## src/design/cpe_pkg.sv

```systemverilog
// ----------------------------------------------------------------------------
// cpe_pkg
// Shared types and constants of the competitive population Euler step block:
// field widths, datapath widths, register indexes, sequencer phases and state.
// ----------------------------------------------------------------------------
`default_nettype none

package cpe_pkg;

  // Fixed widths of the item fields and registers.
  localparam int unsigned MAXSP       = 5;
  localparam int unsigned SPECIES_DEF = 5;
  localparam int unsigned CNT_W       = 16;
  localparam int unsigned STEP_W      = 8;
  localparam int unsigned COEF_W      = 12;
  localparam int unsigned ROW_W       = COEF_W * MAXSP;
  localparam int unsigned DT_W        = 16;
  localparam int unsigned CFG_IDX_W   = 3;
  localparam int unsigned CFG_DATA_W  = ROW_W;
  localparam int unsigned IDX_W       = $clog2(MAXSP);

  // Datapath widths.
  // ACC_W: sum of five 12x16 products. T_W: rate times count.
  // Q_W: rate times count times dt. M_W: magnitude of (1 - sum).
  // D_W: full product of Q_W and M_W bits.
  localparam int unsigned ACC_W = 31;
  localparam int unsigned T_W   = COEF_W + CNT_W;
  localparam int unsigned Q_W   = T_W + DT_W;
  localparam int unsigned M_W   = ACC_W;
  localparam int unsigned D_W   = Q_W + M_W;
  localparam int unsigned FRAC  = 36;

  // One in the unit of the competition coefficients (2^-16).
  localparam logic [ACC_W-1:0] ONE_ALPHA = ACC_W'(65536);
  localparam logic [DT_W-1:0]  DT_RESET  = DT_W'(256);

  // Configuration register indexes.
  localparam logic [CFG_IDX_W-1:0] REG_ALPHA_0 = 3'd0;
  localparam logic [CFG_IDX_W-1:0] REG_ALPHA_4 = 3'd4;
  localparam logic [CFG_IDX_W-1:0] REG_GROWTH  = 3'd5;
  localparam logic [CFG_IDX_W-1:0] REG_DT      = 3'd6;

  // Operation that the lanes carry out in the current cycle.
  typedef enum logic [2:0] {
    PH_NONE,
    PH_MAC,
    PH_RATE,
    PH_DT,
    PH_LO,
    PH_HI,
    PH_ADD,
    PH_FIN
  } phase_kind_t;

  // Sequencer state.
  typedef enum logic [1:0] {
    ST_IDLE,
    ST_RUN,
    ST_HOLD
  } cpe_state_t;

  // Control bundle from the sequencer to the lanes and the merge logic.
  typedef struct packed {
    phase_kind_t      kind;
    logic [IDX_W-1:0] mac_idx;
    logic             mac_first;
    logic             load;
    logic             fin;
    logic             out_load;
  } cpe_ctl_t;

endpackage

`default_nettype wire

```

## src/design/cpe_ctrl.sv

```systemverilog
// ----------------------------------------------------------------------------
// cpe_ctrl
// Sequencer of the block: takes an item, runs the phases of every Euler step
// on all lanes at once, and hands the finished counts to the output register.
// ----------------------------------------------------------------------------
`default_nettype none

module cpe_ctrl #(
  parameter int unsigned SPECIES = cpe_pkg::SPECIES_DEF
) (
  input  logic                       clk,
  input  logic                       rst_n,
  input  logic                       in_valid,
  input  logic [cpe_pkg::STEP_W-1:0] step_count,
  input  logic                       out_free,
  output logic                       in_ready,
  output cpe_pkg::cpe_ctl_t          ctl
);
  import cpe_pkg::*;

  localparam int unsigned PH_W = $clog2(MAXSP + 7);
  localparam logic [PH_W-1:0] RATE_IDX = PH_W'(SPECIES);
  localparam logic [PH_W-1:0] DT_IDX   = PH_W'(SPECIES + 1);
  localparam logic [PH_W-1:0] LO_IDX   = PH_W'(SPECIES + 2);
  localparam logic [PH_W-1:0] HI_IDX   = PH_W'(SPECIES + 3);
  localparam logic [PH_W-1:0] ADD_IDX  = PH_W'(SPECIES + 4);
  localparam logic [PH_W-1:0] FIN_IDX  = PH_W'(SPECIES + 5);

  cpe_state_t        state_r, state_nxt;
  logic [PH_W-1:0]   phase_r, phase_nxt;
  logic [STEP_W-1:0] steps_r, steps_nxt;

  always_ff @(posedge clk) begin
    if (!rst_n) begin
      state_r <= ST_IDLE;
      phase_r <= '0;
      steps_r <= '0;
    end else begin
      state_r <= state_nxt;
      phase_r <= phase_nxt;
      steps_r <= steps_nxt;
    end
  end

  // Next state, phase and remaining step count.
  always_comb begin
    state_nxt = state_r;
    phase_nxt = phase_r;
    steps_nxt = steps_r;
    unique case (state_r)
      ST_IDLE: begin
        if (in_valid) begin
          phase_nxt = '0;
          steps_nxt = step_count;
          state_nxt = (step_count == '0) ? ST_HOLD : ST_RUN;
        end
      end
      ST_RUN: begin
        if (phase_r == FIN_IDX) begin
          phase_nxt = '0;
          steps_nxt = steps_r - STEP_W'(1);
          if (steps_r == STEP_W'(1)) begin
            state_nxt = ST_HOLD;
          end
        end else begin
          phase_nxt = phase_r + PH_W'(1);
        end
      end
      ST_HOLD: begin
        if (out_free) begin
          state_nxt = ST_IDLE;
        end
      end
      default: begin
        state_nxt = ST_IDLE;
      end
    endcase
  end

  // Handshake and lane controls.
  always_comb begin
    in_ready      = (state_r == ST_IDLE);
    ctl.load      = (state_r == ST_IDLE) && in_valid;
    ctl.fin       = (state_r == ST_RUN) && (phase_r == FIN_IDX);
    ctl.out_load  = (state_r == ST_HOLD) && out_free;
    ctl.mac_idx   = phase_r[IDX_W-1:0];
    ctl.mac_first = (phase_r == '0);
    ctl.kind      = PH_NONE;
    if (state_r == ST_RUN) begin
      if (phase_r < RATE_IDX) begin
        ctl.kind = PH_MAC;
      end else begin
        case (phase_r)
          RATE_IDX: ctl.kind = PH_RATE;
          DT_IDX:   ctl.kind = PH_DT;
          LO_IDX:   ctl.kind = PH_LO;
          HI_IDX:   ctl.kind = PH_HI;
          ADD_IDX:  ctl.kind = PH_ADD;
          FIN_IDX:  ctl.kind = PH_FIN;
          default:  ctl.kind = PH_NONE;
        endcase
      end
    end
  end

endmodule

`default_nettype wire
```

## config.mk

```make
export PLATFORM = sky130hd
export DESIGN_NAME = cpe_ctrl
export DESIGN_NICKNAME = d
export VERILOG_FILES = /design/src/design/cpe_pkg.sv /design/src/design/cpe_ctrl.sv
export SDC_FILE = /design/constraint.sdc
export NUM_CORES = 1
export LEC_CHECK = 0
export BUFFER_PORTS_ARGS = -buffer_cell sky130_fd_sc_hd__buf_4
export CELL_PAD_IN_SITES_DETAIL_PLACEMENT = 1
export CELL_PAD_IN_SITES_GLOBAL_PLACEMENT = 1
export CORE_AREA = 10 10 53 72
export CTS_CLUSTER_SIZE = 14
export DETAILED_ROUTE_END_ITERATION = 8
export DIE_AREA = 0 0 63 82
export GPL_TIMING_DRIVEN = 0
export PLACE_DENSITY = 0.86
export SLEW_MARGIN = 40
export SYNTH_ARGS = -nofsm -noshare
export SYNTH_HDL_FRONTEND = slang
export SYNTH_SLANG_ARGS = --single-unit
```

## constraint.sdc

```tcl
create_clock -name clk -period 3.1 [get_ports clk]
set_clock_uncertainty 0.05 [all_clocks]
set_input_delay 0.465 -clock clk [delete_from_list [all_inputs] [get_ports clk]]
set_output_delay 0.465 -clock clk [all_outputs]
set_load 0.03 [all_outputs]
```

Yosys cells after proc, flatten, opt, wreduce, memory -nomap -nowiden
Cells that the tools add are included.
Widths: inputs -> output; s select.

operators by class
  $add $sub $neg = 2
  magnitude comparators = 1
  eq/ne operators = 13
  muxes and demuxes = 15
  reduce and logical (&&, ||, !) cells = 10

operator list
  operator             count
  $pmux 3 s6           1
  $mux 8               2
  $pmux 8 s2           1
  $eq 4x3->1 const B   3
  $eq 4x4->1 const B   3
  $mux 2               5
  $eq 8x1->1 const B   1
  $logic_not 8->1      1
  $mux 4               2
  $ne 2x2->1 const B   4
  $pmux 4 s2           1
  $sub 8x1->8 const B  1
  $mux 3               2
  $pmux 2 s3           1
  $add 4x1->4 const B  1
  $logic_not 4->1      1
  $lt 4x3->1 const B   1
  $reduce_and 4->1     1
  $logic_and 1x1->1    3
  $reduce_and 3->1     1
  $eq 2x1->1 const B   1
  $eq 2x2->1 const B   1
  $logic_not 2->1      1
  $reduce_and 2->1     1
  $reduce_bool 2->1    1

storage, ports and cells
  register bits after elaboration = 14
  input port bits = 12
  output and inout bits = 11
  word-level logic and storage cells = 44

Depth between registers and ports, before layout
  word-level depth = 4
  gate-level depth with buffers = 6
  mapped depth without buffers = 5

Worst setup path before layout
No wires, ideal clock.

  path type = flip-flop to output port
  from = register phase_r[2]
  to = output port ctl[3] (netlist name)
  arrival = 1.496 ns
  data required time = 2.585 ns
  setup slack = 1.089 ns
  cell stages (with the launch flop) = 3
  buffers on the path = 1
  cell sequence = dfxtp_1 > clkbuf_1 > nor4_1

RTL lines
  what                    line            source
  start, declared         cpe_ctrl.sv:30  logic [PH_W-1:0] phase_r, phase_nxt;
  start signal, assigned  cpe_ctrl.sv:40  phase_r <= phase_nxt;
  end, declared           cpe_ctrl.sv:17  output cpe_pkg::cpe_ctl_t ctl

==> impl_metrics.py <==
metrics = {
    "outcome": {
        "status": "finished, final reports clean",
    },
    "pwr": {
        "power_leakage_nw": 0.4919,
        "cellPowerDensity_mw_per_mm2": 414.0,
        "irDropWorstVdd_mv": 0.2368,
    },
    "worst_setup_path": {
        "end_kind": "output port",
        "cp.arrival_ns": 1.65,
        "cp_max_fo": 10,
        "cp-start-kind": "register",
        "crit_type": "register to output port",
        "critPathRequiredTime_ns": 2.58,
    },
    "synth": {
        "synth_nets": 141,
        "synth_area_um2": 982.2,
        "syn_inst": 127,
        "yosysUniqueCellTypes": 45,
        "ys_seq_elements": 14,
        "syn_area_per_cell_um2": 7.734,
        "synth_edf_count": 0,
        "seq_area_frac_synth_pct": 28.54,
        "synthArstFlopShare_pct": 0,
        "synth_warnings": 0,
        "synthTopCellsByArea": "dfxtp_1, a21oi_1, a21o_1, nor2_1, o21ai_0",
        "ys_dominant_reg_cell": "dfxtp_1",
        "yosysTopAreaCell": "dfxtp_1",
        "synth_top_cell_area_share_pct": 28.54,
    },
    "sta": {
        "max_freq_ghz": 0.4621,
        "slew-limit-headroom_pct": 63.58,
        "setup_viol": 0,
        "max_slew.worst_pin.slew_ns": 0.5433,
        "setup-tns-final_ns": 0,
        "period_share_pct": 69.81,
        "layout_min_cycle_time_ns": 2.164,
        "rsz0062_at_grt": "false",
        "hold_viol": 0,
        "final_max_slew_viol_count": 0,
        "holdWs_ns": 0.4317,
    },
    "detailed_routing": {
        "ant_nets": 0,
        "wl_per_cell_um": 16.14,
        "drcViolationCount": 0,
        "wl_um": 3018,
        "first_pass_iters": 7,
        "vias": 1063,
        "first_iter_violations": 30,
        "vias_per_cell": 5.684,
    },
    "clock_tree": {
        "cts_made_buffers": 3,
        "clock_sinks": 14,
        "htree_levels": 1,
        "insertion_delay_ns": 0.28,
        "post_cts_buffers": 0,
        "clk_pin_slew_ns": 0.08,
        "clockBufferDepth": 2,
        "cts_tree": "done",
        "post_cts_resized": 0,
        "cts_root_buf": "clkbuf_4",
        "hold_buffers": 0,
    },
    "cells_and_area": {
        "area_delta_synth_final_pct": 22.93,
        "final_cells": 187,
        "finalInstanceArea_mm2": 0.001207,
        "drive_above_1_share_pct": 23.84,
        "fillers": 341,
        "antenna_cells": 0,
        "final_nets": 167,
    },
    "floorplan": {
        "core_mm2": 0.002560,
        "io_pins": 23,
        "row_count": 22,
        "start_util_pct": 38.37,
        "die_area_mm2": 0.005166,
        "die_h_um": 82,
        "die_w_um": 63,
    },
    "global_routing": {
        "grt_start_max_net_pins": 11,
        "antenna_found_initial": 0,
        "grt_pass1_vias": 1175,
        "grt_pass1_wl_um": 5078,
        "grt.total_usage_pct": 11.80,
        "grt-ovfl-total": 0,
    },
    "placed_design": {
        "dpl_cell_area_mm2": 0.001185,
        "hpwl_um": 2456,
        "io_buffer_count": 21,
        "place_congestion": 0.8617,
        "placedCellCount": 184,
    },
    "flow_run": {
        "maxCapViolations": 0,
    },
    "min_path": {
        "min_path_type": "input port to register",
    },
}
==> placed cells by master, fill, tap and decap left out, drive strengths merged, types with 2 or more instances in the layout <==
cell,instances
a31oi,2
nand3,3
nor4,2
nor3,4
o21ai,9
inv,4
nand4,2
nor2,13
buf,29
dfxtp,14
ha,2
nand2,10
clkbuf,6
a21oi,15
a211oi,3
o211ai,2
a21o,7
==> cells in the mapped netlist (2+ instances only) <==
cell type and instances:
a211oi_1 3, a21o_1 7, a21oi_1 15, a31oi_1 2, buf_4 5, buf_6 2, clkbuf_1 3, dfxtp_1 14
ha_1 2, inv_1 4, nand2_1 10, nand3_1 3, nand4_1 2, nor2_1 13, nor3_1 3, nor4_1 2
o211ai_1 2, o21ai_0 8
==> metrics by stage <==
stage                power, W  utilization [%]  worst slack [ns]
floorplan           0.0003388                -             1.089
global placement    0.0003906            46.29             1.317
detailed placement  0.0004006            46.29             1.231
CTS                 0.0005009            47.17            0.9253
global route        0.0005329            47.17            0.7724
finish              0.0004999            47.17            0.9358
==> final timing paths <==
check | from | endpoint | slack, ns | depth (start not counted)
hold / removal | rst_n | phase_r[3]$_SDFFE_PN0P_ | 0.43 | 3
hold reg to reg | steps_r[7]$_SDFFE_PN0P_ | steps_r[7]$_SDFFE_PN0P_ | 0.43 | 2
setup / recovery | state_r[0]$_SDFFE_PN0P_ | ctl[8] | 0.94 | 5
setup reg to reg | state_r[0]$_SDFFE_PN0P_ | steps_r[5]$_SDFFE_PN0P_ | 1.46 | 5
==> final cells by class <==
| class | count | area, µm² | area share (%) |
|---|---|---|---|
| Inverter | 5 | 18.77 | 1.554 |
| Buffer | 11 | 76.32 | 6.321 |
| Clock buffer | 3 | 22.52 | 1.865 |
| Sequential cell | 14 | 280.3 | 23.21 |
| Multi-Input combinational cell | 97 | 606.8 | 50.26 |
| Tap cell | 36 | 45.04 | 3.731 |
| Timing Repair Buffer | 21 | 157.7 | 13.06 |
==> where the power goes <==
| part | internal [W] | switching (W) | leakage [nW] |
|---|---|---|---|
| clock network | 0.0000451 | 0.0000579 | 0.0138 |
| registers | 0.000196 | 0.0000167 | 0.115 |
| logic | 0.0000744 | 0.000110 | 0.363 |
| total | 0.000315 | 0.000185 | 0.492 |
==> logic make-up after synthesis <==
kind of cell	after synthesis	share of synthesized area, %
compound gates	46	29.30
simple gates	45	25.86
buf+inv	16	9.680
flops	14	28.54
fa+ha+maj	3	3.567
mux	2	2.166
xor+xnor	1	0.8919
==> state kept, by name, indices dropped and copies added (netlist names) <==
signal and count:
state_r 2, steps_r 8, phase_r 4
==> per-layer routing <==
metal / part of all wire, % / track usage, % / vias to the layer above
met2: 57 / 23.73 / 41
li1: - / - / 507
met5: 0 / 0 / -
met4: 0.33 / 4.933 / 0
met3: 5.9 / 3.270 / 4
met1: 37 / 10.88 / 511
==> worst max-delay path, cell delays in order, from the launching register on <==
cell,delay (ns)
dfxtp_1,0.48
and2b_1,0.24
buf_4,0.20
o211ai_1,0.11
a21oi_1,0.16
buf_4,0.18
(Power assumes the default switching activity.)
