`src/design/cpe_pkg.sv`:
```
// ----------------------------------------------------------------------------
// cpe_pkg
// Shared types and constants of the competitive population Euler step block:
// field widths, datapath widths, register indexes, sequencer phases and state.
// ----------------------------------------------------------------------------
`default_nettype none

package cpe_pkg;

  // Fixed widths of the item fields and registers.
  localparam int unsigned MAXSP       = 5;
  localparam int unsigned SPECIES_DEF = 5;
  localparam int unsigned CNT_W       = 16;
  localparam int unsigned STEP_W      = 8;
  localparam int unsigned COEF_W      = 12;
  localparam int unsigned ROW_W       = COEF_W * MAXSP;
  localparam int unsigned DT_W        = 16;
  localparam int unsigned CFG_IDX_W   = 3;
  localparam int unsigned CFG_DATA_W  = ROW_W;
  localparam int unsigned IDX_W       = $clog2(MAXSP);

  // Datapath widths.
  // ACC_W: sum of five 12x16 products. T_W: rate times count.
  // Q_W: rate times count times dt. M_W: magnitude of (1 - sum).
  // D_W: full product of Q_W and M_W bits.
  localparam int unsigned ACC_W = 31;
  localparam int unsigned T_W   = COEF_W + CNT_W;
  localparam int unsigned Q_W   = T_W + DT_W;
  localparam int unsigned M_W   = ACC_W;
  localparam int unsigned D_W   = Q_W + M_W;
  localparam int unsigned FRAC  = 36;

  // One in the unit of the competition coefficients (2^-16).
  localparam logic [ACC_W-1:0] ONE_ALPHA = ACC_W'(65536);
  localparam logic [DT_W-1:0]  DT_RESET  = DT_W'(256);

  // Configuration register indexes.
  localparam logic [CFG_IDX_W-1:0] REG_ALPHA_0 = 3'd0;
  localparam logic [CFG_IDX_W-1:0] REG_ALPHA_4 = 3'd4;
  localparam logic [CFG_IDX_W-1:0] REG_GROWTH  = 3'd5;
  localparam logic [CFG_IDX_W-1:0] REG_DT      = 3'd6;

  // Operation that the lanes carry out in the current cycle.
  typedef enum logic [2:0] {
    PH_NONE,
    PH_MAC,
    PH_RATE,
    PH_DT,
    PH_LO,
    PH_HI,
    PH_ADD,
    PH_FIN
  } phase_kind_t;

  // Sequencer state.
  typedef enum logic [1:0] {
    ST_IDLE,
    ST_RUN,
    ST_HOLD
  } cpe_state_t;

  // Control bundle from the sequencer to the lanes and the merge logic.
  typedef struct packed {
    phase_kind_t      kind;
    logic [IDX_W-1:0] mac_idx;
    logic             mac_first;
    logic             load;
    logic             fin;
    logic             out_load;
  } cpe_ctl_t;

endpackage

`default_nettype wire

```
`src/design/cpe_lane.sv`:
```
// ----------------------------------------------------------------------------
// cpe_lane
// Datapath of one species. A single multiplier is shared over the phases of
// an Euler step: interaction sum, rate product, dt product, the two halves of
// the final product, then rounding, clamping and saturation.
// ----------------------------------------------------------------------------
`default_nettype none

module cpe_lane #(
  parameter int unsigned LANE = 0
) (
  input  logic                          clk,
  input  cpe_pkg::cpe_ctl_t             ctl,
  input  logic [cpe_pkg::CNT_W-1:0]     counts [cpe_pkg::MAXSP],
  input  logic [cpe_pkg::ROW_W-1:0]     alpha_row,
  input  logic [cpe_pkg::COEF_W-1:0]    rate,
  input  logic [cpe_pkg::DT_W-1:0]      dt,
  output logic [cpe_pkg::CNT_W-1:0]     next_cnt,
  output logic                          sat_flag
);
  import cpe_pkg::*;

  localparam int unsigned PROD_W = T_W + M_W;
  localparam int unsigned HALF_W = Q_W / 2;
  localparam int unsigned U_W    = D_W - FRAC;

  logic [COEF_W-1:0] alpha_f [MAXSP];
  logic [CNT_W-1:0]  n_self;
  logic [T_W-1:0]    mul_a;
  logic [M_W-1:0]    mul_b;
  logic [PROD_W-1:0] prod;

  logic [ACC_W-1:0]  acc_r;
  logic [T_W-1:0]    t_r;
  logic [Q_W-1:0]    q_r;
  logic              neg_r;
  logic [M_W-1:0]    m_r;
  logic [PROD_W-1:0] prod_r;
  logic [D_W-1:0]    d_r;

  logic [D_W-1:0]    base_w;
  logic [D_W-1:0]    half_w;
  logic [D_W-1:0]    pos_sum;
  logic [D_W-1:0]    neg_diff;
  logic [U_W-1:0]    pos_u;

  assign n_self = counts[LANE];

  // Unpack the coefficient row of this species.
  always_comb begin
    for (int k = 0; k < MAXSP; k++) begin
      alpha_f[k] = alpha_row[k*COEF_W +: COEF_W];
    end
  end

  // Operand selection for the shared multiplier.
  always_comb begin
    case (ctl.kind)
      PH_MAC: begin
        mul_a = T_W'(alpha_f[ctl.mac_idx]);
        mul_b = M_W'(counts[ctl.mac_idx]);
      end
      PH_RATE: begin
        mul_a = T_W'(rate);
        mul_b = M_W'(n_self);
      end
      PH_DT: begin
        mul_a = t_r;
        mul_b = M_W'(dt);
      end
      PH_LO: begin
        mul_a = T_W'(q_r[HALF_W-1:0]);
        mul_b = m_r;
      end
      PH_HI: begin
        mul_a = T_W'(q_r[Q_W-1:HALF_W]);
        mul_b = m_r;
      end
      default: begin
        mul_a = '0;
        mul_b = '0;
      end
    endcase
  end

  assign prod = PROD_W'(mul_a) * PROD_W'(mul_b);

  // Phase registers of the step.
  always_ff @(posedge clk) begin
    case (ctl.kind)
      PH_MAC: begin
        acc_r <= (ctl.mac_first ? '0 : acc_r) + ACC_W'(prod);
      end
      PH_RATE: begin
        t_r <= T_W'(prod);
      end
      PH_DT: begin
        q_r   <= Q_W'(prod);
        neg_r <= (acc_r > ONE_ALPHA);
        m_r   <= (acc_r > ONE_ALPHA) ? (acc_r - ONE_ALPHA) : (ONE_ALPHA - acc_r);
      end
      PH_LO: begin
        d_r <= D_W'(prod);
      end
      PH_HI: begin
        prod_r <= prod;
      end
      PH_ADD: begin
        d_r <= d_r + (D_W'(prod_r) << HALF_W);
      end
      default: begin
      end
    endcase
  end

  // Rounding, clamping at zero and saturation of the new count.
  assign base_w   = D_W'(n_self) << FRAC;
  assign half_w   = D_W'(1) << (FRAC - 1);
  assign pos_sum  = base_w + d_r + half_w;
  assign neg_diff = base_w - d_r + half_w;
  assign pos_u    = pos_sum[D_W-1:FRAC];

  always_comb begin
    sat_flag = 1'b0;
    if (!neg_r) begin
      if (|pos_u[U_W-1:CNT_W]) begin
        next_cnt = '1;
        sat_flag = 1'b1;
      end else begin
        next_cnt = pos_u[CNT_W-1:0];
      end
    end else if (d_r >= base_w) begin
      next_cnt = '0;
    end else begin
      next_cnt = neg_diff[FRAC +: CNT_W];
    end
  end

endmodule

`default_nettype wire

```
`config.mk`:
```
export PLATFORM = sky130hd
export DESIGN_NAME = cpe_lane
export DESIGN_NICKNAME = d
export VERILOG_FILES = /design/src/design/cpe_pkg.sv /design/src/design/cpe_lane.sv
export SDC_FILE = /design/constraint.sdc
export NUM_CORES = 2
export LEC_CHECK = 0
export BUFFER_PORTS_ARGS = -buffer_cell sky130_fd_sc_hd__buf_2
export CORE_MARGIN = 3
export CORE_UTILIZATION = 55
export DETAILED_ROUTE_END_ITERATION = 12
export PLACE_DENSITY = 0.76
export SYNTH_ARGS = -nofsm -noshare
export SYNTH_HDL_FRONTEND = slang
export SYNTH_SLANG_ARGS = --single-unit
```
`constraint.sdc`:
```
create_clock -name clk -period 16.61 [get_ports clk]
set_clock_uncertainty 0.05 [all_clocks]
set_input_delay 0.8305 -clock clk [delete_from_list [all_inputs] [get_ports clk]]
set_output_delay 0.8305 -clock clk [all_outputs]
set_load 0.05 [all_outputs]
```
== Word level (Yosys, flattened, before mapping) ==
Cells that the tools add are included.
Word-level totals
  output and inout port bits: 17
  ROM bits: 0
  bits in registers: 263
  logic and storage cells: 45
  input port bits: 179
  memory bits (writable): 0
  memories kept: 0
  bits in latches: 0
Cells by class
  eq/ne operators: 6
  order comparisons: 3
  shift-type cells: 0
  multiply operators: 1
  divide/modulo/power cells: 0
  mux-type cells: 16
  bitwise operators: 1
  $add $sub $neg: 8
  reduce and logical (&&, ||, !) cells: 3
Operator list (count)
  75-bit one-hot mux with 2 select lines: 1
  28-bit one-hot mux with 5 select lines: 1
  31-bit one-hot mux with 4 select lines: 1
  16-bit 2-to-1 mux: 5
  52-bit by 75-bit adder with 75-bit output: 1
  75-bit by 36-bit adder with 75-bit output, second input constant: 1
  75-bit adder: 1
  75-bit by 52-bit >= comparator with 1-bit output: 1
  31-bit 2-to-1 mux: 2
  28-bit by 31-bit multiplier with 59-bit output: 1
  52-bit by 36-bit adder with 52-bit output, second input constant: 1
  52-bit subtractor: 1
  16-bit binary-select mux with 3-bit select: 1
  12-bit binary-select mux with 3-bit select: 1
  31-bit adder: 1
  31-bit by 17-bit greater-than comparator with 1-bit output, second input constant: 1
  17-bit by 31-bit subtractor with 31-bit output, first input constant: 1
  31-bit by 17-bit subtractor with 31-bit output, second input constant: 1
  12-bit 2-to-1 mux: 2
  23-bit OR reduction: 1
  3-bit equality test, second input constant: 3
  3-bit by 2-bit equality test with 1-bit output, second input constant: 2
  4-bit >= comparator, second input constant: 1
  3-bit NOT with 4-bit output: 1
  4 further kinds: 5

== Longest topological paths before layout ==
  word-level depth: 7
  gate-level depth with buffers: 41
  gate-level depth less buffers: 39

== Worst setup path before layout ==
Ideal clock, no wire load.
  path kind: input -> register
  start point: in ctl[7] (netlist name)
  end point: reg acc_r[30] (data pin)
  library setup time: 0.268 ns
  arrival: 10.432 ns
  required time: 16.292 ns
  slack: 5.860 ns
  path buffers: 4
  stages on the path: 33
  path through: clkbuf_1 -> and2_1 -> nor2b_1 -> clkbuf_1 -> nand2_1 -> clkbuf_1 -> nor2_1 -> fa_1 -> ha_1 -> inv_1 -> fa_1 -> inv_1 -> fa_1 -> inv_1 -> fa_1 -> inv_1 -> fa_1 -> inv_1 -> fa_1 -> inv_1 -> ha_1 -> clkbuf_1 -> nand4_1 -> nor3_1 -> and4_1 -> a311o_1 -> nor2_1 -> o21ai_0 -> xor2_1 -> ha_1 -> a21o_1 -> a31oi_1 -> xnor3_1
On the way
  cells in the longest elaborated chain, start to end: 5
  elaborated cells between the ends (all ways): 10
  classes of those cells: add/sub (1); mul (1); eq/ne (5); mux (2); reduce/logical (1)
RTL lines
  start, declared: line cpe_lane.sv:13  | input cpe_pkg::cpe_ctl_t ctl,
  3-bit equality test: line cpe_lane.sv:58  | case (ctl.kind)
  2-bit OR reduction (no source line)
  31-bit one-hot mux with 4 select lines: line cpe_lane.sv:58
  28-bit by 31-bit multiplier with 59-bit output (*): line cpe_lane.sv:86  | assign prod = PROD_W'(mul_a) * PROD_W'(mul_b);
  net prod[29]: line cpe_lane.sv:31  | logic [PROD_W-1:0] prod;
  31-bit adder (*): line cpe_lane.sv:92  | acc_r <= (ctl.mac_first ? '0 : acc_r) + ACC_W'(prod);
  end signal, assigned: line cpe_lane.sv:92
  end, declared: line cpe_lane.sv:33  | logic [ACC_W-1:0] acc_r;
The timed path passes the listed nets; every way through them passes the cells marked *.
A chain may end at the register's enable or synchronous reset.

== Worst setup path in the final report ==
Ends and elaborated chain as after synthesis.

==> metrics.txt <==
status finished, final reports clean; Hold Buf Count CTS 0; register bit total from synthesis 263; total congestion overflow 0; first-pass GRT wire length 227 mm; Int Power 0.00221 W; CTS buffer count 28; critical-path maximum fanout 51; period utilization 70.0%; TNS Setup 0 ns; drt pass-1 iters 6; commonest cells after routing, fill and taps aside inv_1, nand2_1, fa_1, nor2_1, ha_1; pre-CTS setup slack 4.74 ns; share of Yosys cell area claimed by the top area cell type 32.6%; WP data required 16.86 ns; vias in the first global route 38968; Avg Cell Area, Syn 9.01 sq um; Syn Nets 6436; Vias 38526; max incr delay on CP 1.03 ns; critical path startpoint category input port; worst-case clock buffer depth 3; final non-filler cell total 6364; DRC viols 0; FF-to-FF End acc_r[30]$_DFFE_PP_; R2R cell count 33; post-synth top area cell fa_1; Max VDD drop 0.000118 V; Die Span Y 297 um; Worst R2R Setup Slack 6.01 ns; synth warn 0; pwr/cell area 83.2 nW/um^2; mapped cell area 46400 sq um; Slew headroom 10.6%; Worst-path clk slew 0.06 ns; type of destination of the critical path register; register area share after synthesis 17.0%; FP Rows 105; clock share of power 16.8%; Tmin final 11.62 ns; Stages on worst setup path 35; fin. max-slew vios 0; CP delay by family, top compound AO/OA/AOI/OAI gates; Slew @ Worst Pin 1.33 ns; HP Start acc_r[0]$_DFFE_PP_; DP Wirelength 116 mm; Die W 297 um; insertion delay to the later sink of the worst-skew pair 0.59 ns; Starting Density 56.0%; FFs w/ async S/R, synth 0%; CTS tree built; die footprint 88000 sq um; buffer count from post-CTS setup fixing 0; post_cts resized 0; most common cell after layout, fill and taps aside inv_1; Seq pwr share 24.6%; CTS root buffer clkbuf_16; DP Area 48600 sq um; Hold EP m_r[0]$_DFFE_PN_; DR vias/cell 6.05; synthesis-to-layout area growth 6.86%; clock tree sinks 263; final design utilization 59.9%; Nets 6491; Switching Fraction 46.5%; initial antenna violation count 23; leakage power 23.1 nW; Post-synth top flop edfxtp_1; CP dominant cell by count a21o_1; post-placement cell count 6303; setup ws final 4.99 ns; CP bufs+invs 6; max cap viols 0; Top Ports 196; drt total wl 149 mm; drt first-iter violations 3619; largest net degree at the start of global routing 82; Min-Delay Path Depth 0; layout cell share with drive strength beyond 1 8.20%; Total GRT Usage 34.3%; fin area 49600 sq um; Comb power frac 58.6%; Worst path slowest cell o22ai_1; Worst Path Arrival 11.87 ns; synthesized instance count 5155; fmax 86.1 MHz; RSZ-0062 raised after global routing false; WS Path Type input port to register; WL/cell 23.4 um; Final setup viols 0; IO buf count 192; Core Footprint 82900 sq um; CTS H-tree lvls 1; Unique masters post-synth 82; NetSw 0.00192 W; DRT antenna net count 0; synth top area cells fa_1, edfxtp_1, ha_1; Worst R2R Start t_r[2]$_DFFE_PP_; number of synthesized flops with an enable pin 263; Hold Vio Cnt, Final 0; Hold WC Path Type register to register; GP Congestion 1.02
[area by class of cell]
cell class                 instances  area, sq um
timing repair buffer             283         1640
sequential                       263         7900
multi-input combinational       3695        34100
tap                             1123         1410
fill                            7064        33300
clock inverter                    18          284
clock buffer                      34          723
inverter                         939         3520
antenna                            9         22.5
[how the worst max path moves through the flow]
| stage | startpoint | end | slack, ns |
|---|---|---|---|
| after floorplan | ctl[7] | acc_r[30]$_DFFE_PP_ | 5.86 |
| after global placement | ctl[8] | d_r[41]$_DFFE_PP_ | 4.86 |
| after detailed placement | ctl[8] | d_r[49]$_DFFE_PP_ | 4.74 |
| after CTS | ctl[8] | d_r[49]$_DFFE_PP_ | 5.30 |
| after global routing | ctl[8] | d_r[57]$_DFFE_PP_ | 4.52 |
| final | ctl[7] | acc_r[30]$_DFFE_PP_ | 4.99 |
[per-layer routing]
metal	up-vias	global-route usage, %	part of all wire [%]
li1	16652	-	-
met1	19153	43.5	37
met2	2194	53.5	44
met3	517	9.75	12
met4	10	18.4	6.7
met5	-	0	0.045
[cell usage after synthesis (69+ instances only)]
| library cell | n |
|---|---|
| inv_1 | 938 |
| nand2_1 | 759 |
| fa_1 | 756 |
| nor2_1 | 453 |
| ha_1 | 346 |
| edfxtp_1 | 263 |
| clkbuf_1 | 233 |
| a21oi_1 | 202 |
| o21ai_0 | 139 |
| xnor2_1 | 88 |
| a21o_1 | 79 |
| xor2_1 | 69 |
[kinds of logic (layout without fill, tap and decap cells)]
group	after synthesis	after routing	synth area share, %
other	0	9	0
AND/OR/NAND/NOR	1601	1601	14.9
XOR/XNOR	158	158	3.01
buffers and inverters	1197	1274	9.74
adder cells (fa/ha/maj)	1102	1102	41.9
multiplexers	85	85	2.62
flip-flops	263	263	17.0
AO/OA/AOI/OAI	749	749	10.8
[worst register-to-register path: cells and delay by family (launching register included)]
kind / cells / cell delay, ns
buffers and inverters: 4 / 0.45
adders and majority gates: 9 / 3.99
muxes: 1 / 0.08
and+or+nand+nor: 2 / 0.30
DFF: 1 / 0.32
xor gates and xnor gates: 2 / 1.02
AOI/OAI and AO/OA: 15 / 4.09
[flip-flops by register name, summed over array words and instances (netlist names)]
signal and flops:
prod_r 53, q_r 44, acc_r 31, d_r 75, neg_r 1, t_r 28
m_r 31
[per-stage QoR]
stage	hold slack, ns	power, W
final	0.484	0.00413
after global routing	0.511	0.00435
after CTS	0.479	0.00408
after detailed placement	0.460	0.00337
after global placement	0.454	0.00334
after floorplan	0.427	0.00256
[power groups by stage]
stage / combinational [W] / clock, W / sequential (W)
after floorplan: 0.00156 / 0 / 0.000999
after global placement: 0.00231 / 0 / 0.00102
after detailed placement: 0.00235 / 0 / 0.00103
after CTS: 0.00237 / 0.000693 / 0.00101
after global routing: 0.00261 / 0.000717 / 0.00102
final: 0.00242 / 0.000692 / 0.00102
Power figures use the tool's default switching activity.
